--- config.mk ---
export PLATFORM = sky130hd
export DESIGN_NAME = two_wire_handshake_byte_transfer_top
export DESIGN_NICKNAME = d
export VERILOG_FILES = /design/src/rtl/core/twhbt_pkg.sv /design/src/rtl/core/twhbt_front.sv /design/src/rtl/core/twhbt_queue.sv /design/src/rtl/core/twhbt_back.sv /design/src/rtl/core/two_wire_handshake_byte_transfer_top.sv
export SDC_FILE = /design/constraint.sdc
export NUM_CORES = 1
export LEC_CHECK = 0
export BUFFER_PORTS_ARGS = -buffer_cell sky130_fd_sc_hd__buf_4
export CELL_PAD_IN_SITES_DETAIL_PLACEMENT = 0
export CELL_PAD_IN_SITES_GLOBAL_PLACEMENT = 1
export CORE_MARGIN = 8
export CORE_UTILIZATION = 40
export CTS_CLUSTER_DIAMETER = 100
export DETAILED_ROUTE_END_ITERATION = 8
export PLACE_DENSITY = 0.81
export SYNTH_ARGS = -nofsm -noshare
export SYNTH_HDL_FRONTEND = slang
export SYNTH_SLANG_ARGS = --single-unit
--- constraint.sdc ---
create_clock -name aclk -period 3.27 [get_ports aclk]
set_input_delay 0.4905 -clock aclk [delete_from_list [all_inputs] [get_ports aclk]]
set_output_delay 0.4905 -clock aclk [all_outputs]
set_load 0.01 [all_outputs]
--- src/rtl/core/twhbt_pkg.sv ---
// ----------------------------------------------------------------------------
// twhbt_pkg
// shared types and constants for the two-wire handshake byte engine
// ----------------------------------------------------------------------------
`default_nettype none

package twhbt_pkg;

    localparam int unsigned IN_DATA_W  = 16;
    localparam int unsigned IN_USER_W  = 2;
    localparam int unsigned OUT_DATA_W = 16;

    localparam logic [1:0] KIND_SAMPLE = 2'd0;
    localparam logic [1:0] KIND_READ   = 2'd1;
    localparam logic [1:0] KIND_WRITE  = 2'd2;

    localparam logic [3:0] READ_STEPS  = 4'd10;
    localparam logic [3:0] WRITE_STEPS = 4'd8;
    localparam logic [3:0] LAST_SAMPLE = 4'd8;
    localparam logic [7:0] SAMPLE_BIT  = 8'h80;

    typedef enum logic [1:0] {
        OP_SAMPLE,
        OP_READ,
        OP_WRITE
    } op_t;

    typedef struct packed {
        op_t        op;
        logic [7:0] write_byte;
        logic       clock_in;
        logic       data_in;
    } item_t;

    typedef struct packed {
        logic       busy_res;
        logic       byte_done;
        logic [7:0] read_result;
        logic       data_out;
        logic       atn_out;
    } result_t;

endpackage

`default_nettype wire

--- src/rtl/core/twhbt_front.sv ---
// ----------------------------------------------------------------------------
// twhbt_front
// accepts input transfers, classifies the request kind and registers the item
// ----------------------------------------------------------------------------
`default_nettype none

module twhbt_front (
    input  wire logic                                aclk,
    input  wire logic                                aresetn,
    input  wire logic                                s_tvalid,
    output logic                                     s_tready,
    input  wire logic [twhbt_pkg::IN_DATA_W-1:0]     s_tdata,
    input  wire logic [twhbt_pkg::IN_USER_W-1:0]     s_tuser,
    output logic                                     item_valid,
    output twhbt_pkg::item_t                         item,
    input  wire logic                                item_ready
);
    import twhbt_pkg::*;

    logic  valid_reg;
    item_t item_reg;
    item_t item_next;
    op_t   op_cls;

    always_comb begin
        unique case (s_tuser)
            KIND_READ:  op_cls = OP_READ;
            KIND_WRITE: op_cls = OP_WRITE;
            default:    op_cls = OP_SAMPLE;
        endcase
        item_next.op         = op_cls;
        item_next.write_byte = s_tdata[7:0];
        item_next.clock_in   = s_tdata[8];
        item_next.data_in    = s_tdata[9];
    end

    assign s_tready   = !valid_reg || item_ready;
    assign item_valid = valid_reg;
    assign item       = item_reg;

    always_ff @(posedge aclk) begin
        if (!aresetn) begin
            valid_reg <= 1'b0;
        end else if (s_tready) begin
            valid_reg <= s_tvalid;
        end
        if (s_tvalid && s_tready) begin
            item_reg <= item_next;
        end
    end

endmodule

`default_nettype wire

--- src/rtl/core/twhbt_queue.sv ---
// ----------------------------------------------------------------------------
// twhbt_queue
// two-entry queue between the classifying front and the line engine
// ----------------------------------------------------------------------------
`default_nettype none

module twhbt_queue (
    input  wire logic              aclk,
    input  wire logic              aresetn,
    input  wire logic              push_valid,
    input  wire twhbt_pkg::item_t  push_item,
    output logic                   push_ready,
    output logic                   pop_valid,
    output twhbt_pkg::item_t       pop_item,
    input  wire logic              pop_ready
);
    import twhbt_pkg::*;

    item_t      mem [2];
    logic       wr_ptr_reg;
    logic       rd_ptr_reg;
    logic [1:0] count_reg;
    logic       do_push;
    logic       do_pop;

    assign push_ready = (count_reg != 2'd2);
    assign pop_valid  = (count_reg != 2'd0);
    assign pop_item   = mem[rd_ptr_reg];
    assign do_push    = push_valid && push_ready;
    assign do_pop     = pop_valid && pop_ready;

    always_ff @(posedge aclk) begin
        if (!aresetn) begin
            wr_ptr_reg <= 1'b0;
            rd_ptr_reg <= 1'b0;
            count_reg  <= 2'd0;
        end else begin
            if (do_push) begin
                wr_ptr_reg <= !wr_ptr_reg;
            end
            if (do_pop) begin
                rd_ptr_reg <= !rd_ptr_reg;
            end
            priority if (do_push && !do_pop) begin
                count_reg <= count_reg + 2'd1;
            end else if (do_pop && !do_push) begin
                count_reg <= count_reg - 2'd1;
            end else begin
                count_reg <= count_reg;
            end
        end
        if (do_push) begin
            mem[wr_ptr_reg] <= push_item;
        end
    end

endmodule

`default_nettype wire

--- src/rtl/core/twhbt_back.sv ---
// ----------------------------------------------------------------------------
// twhbt_back
// handshake engine: steps the half-steps, drives the lines, holds the result
// ----------------------------------------------------------------------------
`default_nettype none

module twhbt_back (
    input  wire logic                              aclk,
    input  wire logic                              aresetn,
    input  wire logic                              item_valid,
    input  wire twhbt_pkg::item_t                  item,
    output logic                                   item_ready,
    output logic                                   m_tvalid,
    input  wire logic                              m_tready,
    output logic [twhbt_pkg::OUT_DATA_W-1:0]       m_tdata
);
    import twhbt_pkg::*;

    logic [3:0] half_step_reg, half_step_next;
    logic [7:0] shift_reg, shift_next;
    logic       is_write_reg, is_write_next;
    logic       active_reg, active_next;
    logic       atn_level_reg, atn_level_next;
    logic       data_level_reg, data_level_next;
    logic       m_valid_reg;
    result_t    res_reg, res_next;
    logic [3:0] step_inc;
    logic [7:0] result_val;
    logic       done_val;
    logic       pop;

    assign item_ready = !m_valid_reg || m_tready;
    assign pop        = item_valid && item_ready;
    assign step_inc   = half_step_reg + 4'd1;

    always_comb begin
        half_step_next  = half_step_reg;
        shift_next      = shift_reg;
        is_write_next   = is_write_reg;
        active_next     = active_reg;
        atn_level_next  = atn_level_reg;
        data_level_next = data_level_reg;
        result_val      = 8'd0;
        done_val        = 1'b0;
        if (active_reg) begin
            if (item.clock_in == half_step_reg[0]) begin
                half_step_next = step_inc;
                if (!is_write_reg) begin
                    if (step_inc <= LAST_SAMPLE) begin
                        shift_next = (shift_reg >> 1) | (item.data_in ? SAMPLE_BIT : 8'd0);
                    end
                    if (step_inc >= READ_STEPS) begin
                        active_next    = 1'b0;
                        done_val       = 1'b1;
                        result_val     = shift_reg;
                        atn_level_next = 1'b1;
                    end else begin
                        atn_level_next = step_inc[0];
                    end
                end else begin
                    if (step_inc >= WRITE_STEPS) begin
                        active_next     = 1'b0;
                        done_val        = 1'b1;
                        data_level_next = 1'b0;
                        atn_level_next  = 1'b1;
                    end else begin
                        data_level_next = shift_reg[0];
                        shift_next      = shift_reg >> 1;
                        atn_level_next  = step_inc[0];
                    end
                end
            end
        end else begin
            unique case (item.op)
                OP_READ: begin
                    active_next    = 1'b1;
                    is_write_next  = 1'b0;
                    half_step_next = 4'd0;
                    shift_next     = 8'd0;
                    atn_level_next = 1'b0;
                end
                OP_WRITE: begin
                    active_next     = 1'b1;
                    is_write_next   = 1'b1;
                    half_step_next  = 4'd0;
                    data_level_next = item.write_byte[0];
                    shift_next      = item.write_byte >> 1;
                    atn_level_next  = 1'b0;
                end
                default: begin
                end
            endcase
        end
        res_next.atn_out     = atn_level_next;
        res_next.data_out    = data_level_next;
        res_next.read_result = result_val;
        res_next.byte_done   = done_val;
        res_next.busy_res    = active_next;
    end

    always_ff @(posedge aclk) begin
        if (!aresetn) begin
            half_step_reg  <= 4'd0;
            shift_reg      <= 8'd0;
            is_write_reg   <= 1'b0;
            active_reg     <= 1'b0;
            atn_level_reg  <= 1'b1;
            data_level_reg <= 1'b0;
            m_valid_reg    <= 1'b0;
        end else begin
            if (pop) begin
                half_step_reg  <= half_step_next;
                shift_reg      <= shift_next;
                is_write_reg   <= is_write_next;
                active_reg     <= active_next;
                atn_level_reg  <= atn_level_next;
                data_level_reg <= data_level_next;
            end
            if (item_ready) begin
                m_valid_reg <= item_valid;
            end
        end
        if (pop) begin
            res_reg <= res_next;
        end
    end

    assign m_tvalid = m_valid_reg;
    assign m_tdata  = {{(OUT_DATA_W - $bits(result_t)){1'b0}}, res_reg};

endmodule

`default_nettype wire

--- src/rtl/core/two_wire_handshake_byte_transfer_top.sv ---
// path: an input passes through the front item register, a queue entry and the engine result register
// throughput: one item per cycle while the result channel is not stalled by m_tready
// every input transfer gives exactly one result transfer
// reset: synchronous, active low; engine idle, attention asserted, data released
// ----------------------------------------------------------------------------
// two_wire_handshake_byte_transfer_top
// host-side byte engine for a two-wire attention/clock handshake link
// ----------------------------------------------------------------------------
`default_nettype none

module two_wire_handshake_byte_transfer_top (
    input  wire logic                                aclk,
    input  wire logic                                aresetn,
    input  wire logic                                s_tvalid,
    output logic                                     s_tready,
    // write_byte[7:0], clock_in[8], data_in[9], zero fill
    input  wire logic [twhbt_pkg::IN_DATA_W-1:0]     s_tdata,
    // kind[1:0]
    input  wire logic [twhbt_pkg::IN_USER_W-1:0]     s_tuser,
    output logic                                     m_tvalid,
    input  wire logic                                m_tready,
    // atn_out[0], data_out[1], read_result[9:2], byte_done[10], busy_res[11], zero fill
    output logic [twhbt_pkg::OUT_DATA_W-1:0]         m_tdata
);
    import twhbt_pkg::*;

    logic  fr_valid;
    logic  fr_ready;
    item_t fr_item;
    logic  q_valid;
    logic  q_ready;
    item_t q_item;

    twhbt_front u_front (
        .aclk       (aclk),
        .aresetn    (aresetn),
        .s_tvalid   (s_tvalid),
        .s_tready   (s_tready),
        .s_tdata    (s_tdata),
        .s_tuser    (s_tuser),
        .item_valid (fr_valid),
        .item       (fr_item),
        .item_ready (fr_ready)
    );

    twhbt_queue u_queue (
        .aclk       (aclk),
        .aresetn    (aresetn),
        .push_valid (fr_valid),
        .push_item  (fr_item),
        .push_ready (fr_ready),
        .pop_valid  (q_valid),
        .pop_item   (q_item),
        .pop_ready  (q_ready)
    );

    twhbt_back u_back (
        .aclk       (aclk),
        .aresetn    (aresetn),
        .item_valid (q_valid),
        .item       (q_item),
        .item_ready (q_ready),
        .m_tvalid   (m_tvalid),
        .m_tready   (m_tready),
        .m_tdata    (m_tdata)
    );

endmodule

`default_nettype wire

# After elaboration in Yosys (flattened, before gate mapping)
# Memories as Yosys holds them, arrays and structs flattened. A register that Yosys moved wholly into a read port is not among the register bits.
# Index checks and enable logic that the tools add are counted.
# op_classes
n_lt_le_gt_ge	3
n_reduce_logical	24
eq_ne	9
add_sub_neg	3
n_bitwise	4
muxes	38
# op_table
cell	count
8-bit two-way mux	6
1-bit two-way mux	24
8-bit one-hot mux with 2 select lines	1
4-bit two-way mux	3
4-bit >= comparator, second input constant	2
7-bit by 8-bit bitwise OR with 8-bit output	1
2-bit nonzero test	4
1-bit zero test	6
3-bit AND reduction	2
1-bit logical AND	5
5-bit AND reduction	1
4-bit by 1-bit adder with 4-bit output, second input constant	1
2-bit by 1-bit equality test with 1-bit output, second input constant	2
2-bit equality test, second input constant	2
4-bit <= comparator, second input constant	1
2-bit two-way mux	2
2-bit != test, second input constant	2
2-bit one-hot mux with 2 select lines	1
4-bit OR reduction	1
3-bit by 2-bit != test with 1-bit output, second input constant	1
3-bit != test, second input constant	1
1-bit NOT	3
3-bit nonzero test	1
2-bit by 1-bit adder with 2-bit output, second input constant	1
6 further kinds	7
# totals
n_memories	1
ram_bits	24
inputBits	22
output_inout_bits	18
wordCells	102
reg_bits	46
# mem_list
name	words	word_bits	read_ports	rd_clocked_by_memory_dff	wr	line_no	text
u_queue.mem	2	12	1	1	1	twhbt_queue.sv:19	item_t mem [2];

# Logic depth before layout (Yosys ltp)
# Gate-level depths: netlist (run 1).
# depth
word_depth	6
ltp_mapped	8
depth_no_buf	7

# Cells and area by module
# A second synthesis (run 1) with hierarchy kept.
# unflattened
cells_unflattened	245
area_unflattened_um2	3128.0
# by_module_without_submodules
module	cells_each	area_each_um2	seq_area_each_um2	n_inst
twhbt_back	165	1594.0	700.7	1
twhbt_queue	61	1103.6	820.8	1
twhbt_front	19	430.4	380.4	1

# Worst setup path after synthesis (run 1)
# Ideal clock, no wire load.
# synth_path
path_type	flip-flop to flip-flop
startpoint	reg with a tool-made name
endpoint	reg u_back.half_step_reg[1]
setup_ns	0.115
required_ns	3.155
path_buffers	1
synth_period_minus_slack_ns	2.196
t_arrival_ns	2.081
path_slack_ns	1.074
path_stages_with_launch	8
cell_sequence	dfxtp_1 > buf_2 > mux2_2 > ha_1 > nor2_1 > o21ai_2 > and2_1 > o21a_1
# synth_lines
element	line_no	text
end signal: assignment	twhbt_back.sv:112	half_step_reg <= half_step_next;
end: declaration	twhbt_back.sv:19	logic [3:0] half_step_reg, half_step_next;

==> run summary, run 1 <==
Cells with a size suffix above 1 make up 19.0% of the layout. For the detailed placer's ending HPWL, the log shows 3170 um. The largest single stage delay on the critical path is 0.39 ns.

The run gives 2 as the maximum buffer depth of the clock tree. The buffer and inverter count on the worst path came out at 1. TritonCTS built the clock tree. After synthesis, the most frequently instantiated cells are edfxtp_1, nand2_1, dfxtp_1.

STA puts the critical path data arrival time at 2.45 ns. Once routing completed, OpenROAD measured the worst setup slack at 1.06 ns. The first detailed-routing pass took 4 iterations. The analysis attributes to cell leakage a power of 0.00131 uW. Across the VDD grid, the largest voltage drop is 0.311 mV.

The root buffer cell chosen for the clock tree is clkbuf_8. Average cell area after synthesis: 12.6 um^2. Of all nets on the critical path, the largest fanout is 12. Combinational family with the most area after synthesis: simple AND/OR/NAND/NOR gates.

The area share of and/or/nand/nor cells after synthesis was 13.0%. The detailed router put a total of 2080 um of wire on met1. For the post-CTS setup-driven buffer insertion count, the log shows 0. In the routed layout, each cell is associated on average with a via count of 4.64. By instance count, the leading cell after synthesis is edfxtp_1. The run gives 0 as the number of gates resized after CTS. The clock arrives with 0.00801 ns of skew.

Slew at the pin with the worst max-slew slack: 0.974 ns. Setup repair after global routing left no endpoint under its margin. The top metal layer carrying routed signals was met4. The run gives 0 ns as the accumulated negative setup slack. The netlist uses 42 different library cells. STA puts the critical path data required time at 3.50 ns. The number of stages on the worst hold path is 1. In this run the tightest slew margin relative to its limit is 34.8%. After technology mapping, the gate count stands at 237. The run gives 0 as the number of max-slew violations in the final report. The post-route DRC violation count is 0, and the mux cell area share after synthesis is 9.36%. The run gives 0.767 as the global placement routability congestion. CTS built an H-tree with a depth of 3.

The final critical path takes up 67.7% of the cycle. For the starting utilization of the core area, the log shows 41.3%. The wire length on met2 was 2060 um. Among cell families on the critical path, the largest total delay comes from simple AND/OR/NAND/NOR gates. Relative to the synthesized area, the layout overhead comes to 16.3%. The worst setup path is launched from a flop.

The logs give 40 for the number of I/O pins and 0 for the number of hold buffers added after cts. Summing over every cut layer, the via total after detailed routing is 1,732. Dividing the detail-routed wire length by the instance count gives 12.0 um. The logs give 1,680 for the via count of the first global-routing pass and 31 for the number of placement rows.

The clock-pin transition on the worst setup and hold timing paths was 0.07 ns; the register bit total from synthesis was 71. The run gives 0 as the number of routed nets with antenna violations. For flop-to-flop paths, the worst setup slack is 1.06 ns. The worst hold path endpoint is u_front.item[1]$_DFFE_PP_. The proportion of register bits with asynchronous set or reset after synthesis was 0%.

The floorplan step set the die width to 103 um. The number of warnings printed during yosys synthesis came out at 0. The final wirelength was 4490 um; the power per cell area was 748 nW/um^2.

The repair_antennas step left the layout with diodes totalling 0. The later-pin clock latency in the skew report is 0.34 ns, and the max-capacitance violation count is 0. The final critical path time including I/O delays and setup was 2.21 ns; the post-synthesis share of cell area spent on full adders, half adders and majority gates was 1.67%.

The compound-cell area share of the yosys netlist is 7.65%, and the total routing usage reported by global routing is 9.55%. The tools report the share of the yosys chip area belonging to registers as 63.5%. The largest individual stage delay along the critical path comes from the cell ha_1. The net count of the finished layout is 296. The run finished with clean final reports. Entering global routing, the biggest net connects 32 pins. The register with the most flip-flops in the layout has 24 of them.

The run gives 10,500 um^2 as the die area. For the detailed router's first-iteration violation count, the log shows 64. The top achievable clock speed was 452 MHz.

Sorting the synthesized cells by area gives the leading types as edfxtp_1, dfxtp_1, mux2i_1. Number of port buffers: 29. Initial antenna violation count: 0. In this run the worst hold path is classified as input pin to flop. Before CTS, the worst setup slack after placement is 0.995 ns.

The mapped netlist covers 2990 um^2. Of the total synthesized cell area, the portion taken by XOR and XNOR cells is 1.76%. The final hold violation count was 0; the share of the synthesized area in the top cell type was 48.2%. The first global-routing pass estimated 7500 um of wire. Setup violations remaining at the end of the flow were counted as 0.

The core region is 7250 um^2. Counting every sink on the clock net gives 71. The worst register-to-register path has a depth of 7. The worst register-to-register path ends at u_back.half_step_reg[1]$_SDFFE_PN0P_. The worst setup path is captured at a flop. Summed over all layers, the global routing overflow is 0.

The chip height is 103 um. Traced cell by cell, the critical path runs through buf_4 > mux2_2 > ha_1 > nor2_1 > o21ai_2 > and2_1 > o21a_1. Among all flip-flop cells after synthesis, the most frequent one is edfxtp_1. The biggest area contributor in the post-synthesis netlist is edfxtp_1. In the detailed route, the total length drawn on met3 is 258 um.

The critical path is of the flop to flop type. In this run the most critical hold path is launched from s_tdata[8]. The number of buffers inserted during clock tree synthesis was 9.

In this run, synthesis inferred 48 flip-flops with an integrated enable.
layout make-up:
type,count,area [um^2]
fillers,658,3770
inverters,6,22.5
clock inverters,6,61.3
multi-input cells,151,1020
repair buffers,31,233
flip-flops and latches,71,1900
clock buffers,9,124
well taps,99,124
placed cells by master (no fill, tap or decap), types with 2 or more instances in the layout:
cell / instances
nor2_1: 6
conb_1: 4
dfxtp_1: 23
nand3_1: 3
and3_1: 2
buf_4: 31
clkbuf_8: 9
clkinv_1: 2
a21oi_1: 8
nand2b_1: 3
o21a_1: 2
o21ai_0: 11
nand4b_1: 2
mux2_2: 2
xnor2_1: 5
clkinv_2: 2
a211o_1: 2
ha_1: 4
nand2_1: 31
nor2b_1: 5
a21boi_1: 2
nor3_1: 2
inv_1: 5
edfxtp_1: 48
mux2i_1: 22
and2_1: 16
a21boi_0: 4
power breakdown:
part | total (uW) | switching (uW) | internal (uW)
clock | 652 | 305 | 346
sequential | 1210 | 63.8 | 1140
combinational | 747 | 419 | 328
metrics by stage:
stage,util (%),instances,area (um^2),power [uW],hold slack (ns)
final,48.0,373,3480,2600,0.324
after global routing,48.0,373,3480,2770,0.297
after CTS,48.0,373,3480,2640,0.304
after detailed placement,45.5,358,3300,1980,0.429
after global placement,45.5,358,3300,1970,0.424
after floorplan,-,240,3000,1760,0.421
how the worst max path moves through the flow:
| stage | to | cells after the start | start |
|---|---|---|---|
| after CTS | u_back.half_step_reg[1]$_SDFFE_PN0P_ | 7 | flop |
| after detailed placement | u_back.half_step_reg[0]$_SDFFE_PN0P_ | 7 | m_tready |
| after global placement | u_back.half_step_reg[0]$_SDFFE_PN0P_ | 7 | m_tready |
| final | u_back.half_step_reg[1]$_SDFFE_PN0P_ | 7 | flop |
| after floorplan | u_back.half_step_reg[1]$_SDFFE_PN0P_ | 7 | flop |
| after global routing | u_back.m_tdata[7]$_SDFFCE_PP0P_ | 5 | u_back.half_step_reg[0]$_SDFFE_PN0P_ |
worst register-to-register path: cells and delay by family (launching register included):
kind / cells / cell delay [ns]
adders and majority gates: 1 / 0.39
and+or+nand+nor: 2 / 0.51
muxes: 1 / 0.37
DFF: 1 / 0.31
buffers and inverters: 1 / 0.23
AOI/OAI and AO/OA: 2 / 0.31
logic make-up (layout without fill, tap and decap cells):
kind of cell | after synthesis | after routing
AO/OA/AOI/OAI | 35 | 35
XOR/XNOR | 6 | 6
adder cells (fa/ha/maj) | 4 | 4
buffers and inverters | 18 | 52
flip-flops | 71 | 71
multiplexers | 26 | 26
other | 1 | 4
AND/OR/NAND/NOR | 76 | 76
routing by layer:
metal  global-route usage, %  vias to the layer above
met3                    3.98                        8
met1                    10.6                      786
met4                    6.09                        0
met2                    14.9                       39
met5                       0                        -
li1                        -                      899
Note: power is estimated with default switching activity, not from simulation.
==> run 2, diff against run 1 <==
ABC_AREA = 1   (was not set)
PLACE_DENSITY = 0.86   (was 0.81)
clock period = 1.8 ns   (was 3.27 ns; I/O delays follow)
==> run 2 against run 1 <==
Clock skew increased by 0.0010 ns; non-clock buffer count increased by 6; highest routed layer unchanged; critical endpoint is now u_queue.mem[1][11]$_DFFE_PP_; register-to-register slack got worse by 0.93 ns; worst setup slack got worse by 0.93 ns.
==> run summary, run 2 <==
The die boundary width works out to 102 um (-0.81%). The run gives 10.2% (+0.64 points) as the total routing usage reported by global routing. The critical-path maximum fanout was 13 (+1).

The later-pin clock latency in the skew report was 0.34 ns (about the same); the area growth from synthesis to layout was 19.0%. The final period utilization was 93.2% (+25 points); the post-route DRC violation count was 0 (unchanged). The average routed wire per standard cell was 11.6 um (-4.0%). The setup path with the least slack is of type flop to flop. The final count of negative-setup-slack endpoints is 0 (unchanged). Final critical-path setup slack: 0.123 ns (-0.932 ns). The slew at the pin with the worst max-slew slack works out to 1.01 ns (+0.0324 ns). For the number of routed nets with antenna violations, the log shows 0 (unchanged).

The core box area is 7180 um^2 (-1.1%). Setup repair after global routing could not meet its margin everywhere. edfxtp_1 takes more of the synthesized area than any other cell. Footprint of the multi-input gates: 868 um^2 (-15%). The max-capacitance violation count is 0 (unchanged), and the average cell area after synthesis is 10.4 um^2 (-18%). The run gives 0 (unchanged) as the initial antenna violation count. The wire length of the first global-routing pass came out at 8140 um (+8.6%).

Yosys attributes the largest share of cell area to edfxtp_1, dfxtp_1, nor2_1. The post-CTS setup-driven buffer insertion count is 0 (unchanged), and the share of the yosys chip area belonging to registers is 64.8% (+1.2 points). The maximum buffer depth of the clock tree is 2 (unchanged), and the overall via count from detail_route is 1,927 (+11%). The run finished with clean final reports. The final wirelength was 4940 um (+9.9%); the number of port buffers was 29 (unchanged). The mean number of vias per cell was 4.51 (-2.8%); the critical path arrival was 1.63 ns (-0.82 ns).

The global placement routability congestion was 0.808 (+5.3%); the required time of the critical path was 1.76 ns (-1.74 ns). The distinct cell type count after synthesis is 30 (-29%), and the post-route standard cell area excluding fillers is 3490 um^2 (+0.29%). The chip height came out at 102 um (-0.81%).

Among all flip-flop cells after synthesis, the most frequent one is edfxtp_1. The tools report the endpoint type of the worst setup path as a flop. The clock tree root buffer cell was clkbuf_8.

The share of the synthesized area in the top cell type is 49.1% (+0.94 points), and the number of cells produced by synthesis is 282 (+19%). In the layout the commonest cells are edfxtp_1, nor2_1, nand2_1, buf_4, inv_1. The run gives 2230 um (+8.7%) as the wire length on met2. The final critical path time including I/O delays and setup was 1.68 ns (-0.538 ns); the pin count of the biggest net entering global routing was 24 (-25%). The power per cell area works out to 1520 nW/um^2 (+100%). The share of cells above drive strength 1 was 18.9% (-0.076 points); the worst slew slack as a fraction of its limit was 32.7% (-2.2 points).

The run gives 31 (unchanged) as the number of placement rows. The TritonCTS sink count was 71 (unchanged). The register bit total from synthesis is 71 (unchanged). The routed length on met3 came out at 208 um (-19%).

The sequential standard cell area is 1900 um^2 (about the same). The clock-pin transition on the worst setup and hold timing paths was 0.07 ns (about the same); the leakage power total was 0.00137 uW (+4.4%). The worst setup path is launched from a flop. The number of max-slew violations in the final report is 0 (unchanged), and the detailed router's first-iteration violation count is 74 (+16%).

The final hold violation count is 0 (unchanged). The worst supply voltage drop on vdd was 0.661 mV (+110%); the worst slack at placement was 0.0479 ns (-0.947 ns). For the total inserted antenna cells, the log shows 0 (unchanged). The run gives 2940 um^2 (-1.9%) as the combined area of all synthesized cells. TritonCTS built the clock tree.

The library cell used most frequently in the layout, excluding fill and tap cells, is edfxtp_1. Counting instances in the post-synthesis netlist gives the leading cell types as edfxtp_1, nor2_1, nand2_1. The detailed placer's ending HPWL is 3700 um (+17%), and the total number of nets in the final design is 349 (+18%). Number of buffers inserted during clock tree synthesis: 9 (unchanged). The top metal layer carrying routed signals is met4.

The placed cell area is 3290 um^2 (-0.27%), and the overall power consumption is 5300 uW (+100%). The number of inserted filler cells in the final layout is 675 (+2.6%), and the number of I/O pins is 40 (unchanged). First-pass iteration count of the detailed router: 4 (unchanged).

For the number of warnings printed during yosys synthesis, the log shows 0 (unchanged). The proportion of register bits with asynchronous set or reset after synthesis is 0% (unchanged), and the via count of the first global-routing pass is 1,855 (+10%). The die area is 10,300 um^2 (-1.6%). The number of synthesized flops with an enable pin is 48 (unchanged). Most instantiated library cell after synthesis: edfxtp_1. The number of flip-flops under the largest register name was 24 (unchanged). For the starting utilization of the core area, the log shows 40.9% (-0.36 points). The H-tree level count came out at 3 (unchanged).

The utilization after layout is 48.7% (+0.66 points), and the clock skew is 0.00905 ns (+0.00104 ns). Total grt overflow: 0 (unchanged). The worst min-delay path class was input pin to flop.

For the post-route met1 wirelength, the log shows 2360 um (+13%). The tools report the top achievable clock speed as 596 MHz (+32%).
-- run 2: cell count changes in the layout (fill, tap and decap cells not counted), moves of 7 or more --
cell     previous run  this run
nor2_1              6        41
inv_1               5        31
mux2i_1            22         1
and2_1             16         0
nand3_1             3        16
o22ai_1             0         7
-- run 2: critical path, stage by stage (launching register included) --
cell	delay (ns)
dfxtp_1	0.32
inv_1	0.11
o21ai_1	0.10
nor2_1	0.77
-- run 2: per-stage QoR --
step,std cells,hold slack (ns),TNS (ns)
final,427,0.105,0
after global routing,427,0.0823,-0.00334
after CTS,427,0.0900,0
after detailed placement,411,0.432,0
after global placement,411,0.424,0
after floorplan,285,0.369,0
-- run 2: timing repair --
item / CTS / global route
gates resized for setup: 0 / 3
endpoints found under the setup margin: 0 / 33
hold buffers: 0 / 0
-- run 2: where the power goes --
part	internal, uW	total, uW	switching (uW)
Combinational	685	1740	1050
Clock	647	1240	589
Sequential	2170	2320	156
-- run 2: final timing paths --
kind              slack (ns)  depth (start not counted)                              start                           end
setup / recovery        0.12                          3  u_queue.count_reg[1]$_SDFFE_PN0P_  u_queue.mem[1][11]$_DFFE_PP_
hold / removal          0.11                          1                         s_tdata[5]     u_front.item[7]$_DFFE_PP_
setup reg to reg        0.12                          3  u_queue.count_reg[1]$_SDFFE_PN0P_  u_queue.mem[1][11]$_DFFE_PP_
hold reg to reg         0.44                          1    u_queue.rd_ptr_reg$_SDFFE_PN0P_                          flop
-- run 2: area by class of cell --
cell class	instances	area share [%]
inverter	33	3.55
multi-input combinational	171	24.9
clock inverter	6	1.93
clock buffer	10	3.65
timing repair buffer	37	7.95
tap	99	3.55
sequential	71	54.5
-- run 2: layer usage --
| layer | GRT usage [%] | up-vias |
|---|---|---|
| met1 | 12.0 | 850 |
| met2 | 15.6 | 33 |
| met3 | 2.82 | 9 |
| li1 | - | 1035 |
| met4 | 7.45 | 0 |
| met5 | 0 | - |
-- run 2: cell families (layout without fill, tap and decap cells) --
| kind of cell | Yosys count | count (layout) | synth area share, % |
|---|---|---|---|
| AO/OA/AOI/OAI | 42 | 42 | 7.89 |
| multiplexers | 1 | 1 | 0.341 |
| adder cells (fa/ha/maj) | 4 | 4 | 1.71 |
| flip-flops | 71 | 71 | 64.8 |
| other | 1 | 4 | 0.128 |
| AND/OR/NAND/NOR | 119 | 119 | 18.6 |
| buffers and inverters | 43 | 86 | 6.27 |
| XOR/XNOR | 1 | 1 | 0.298 |
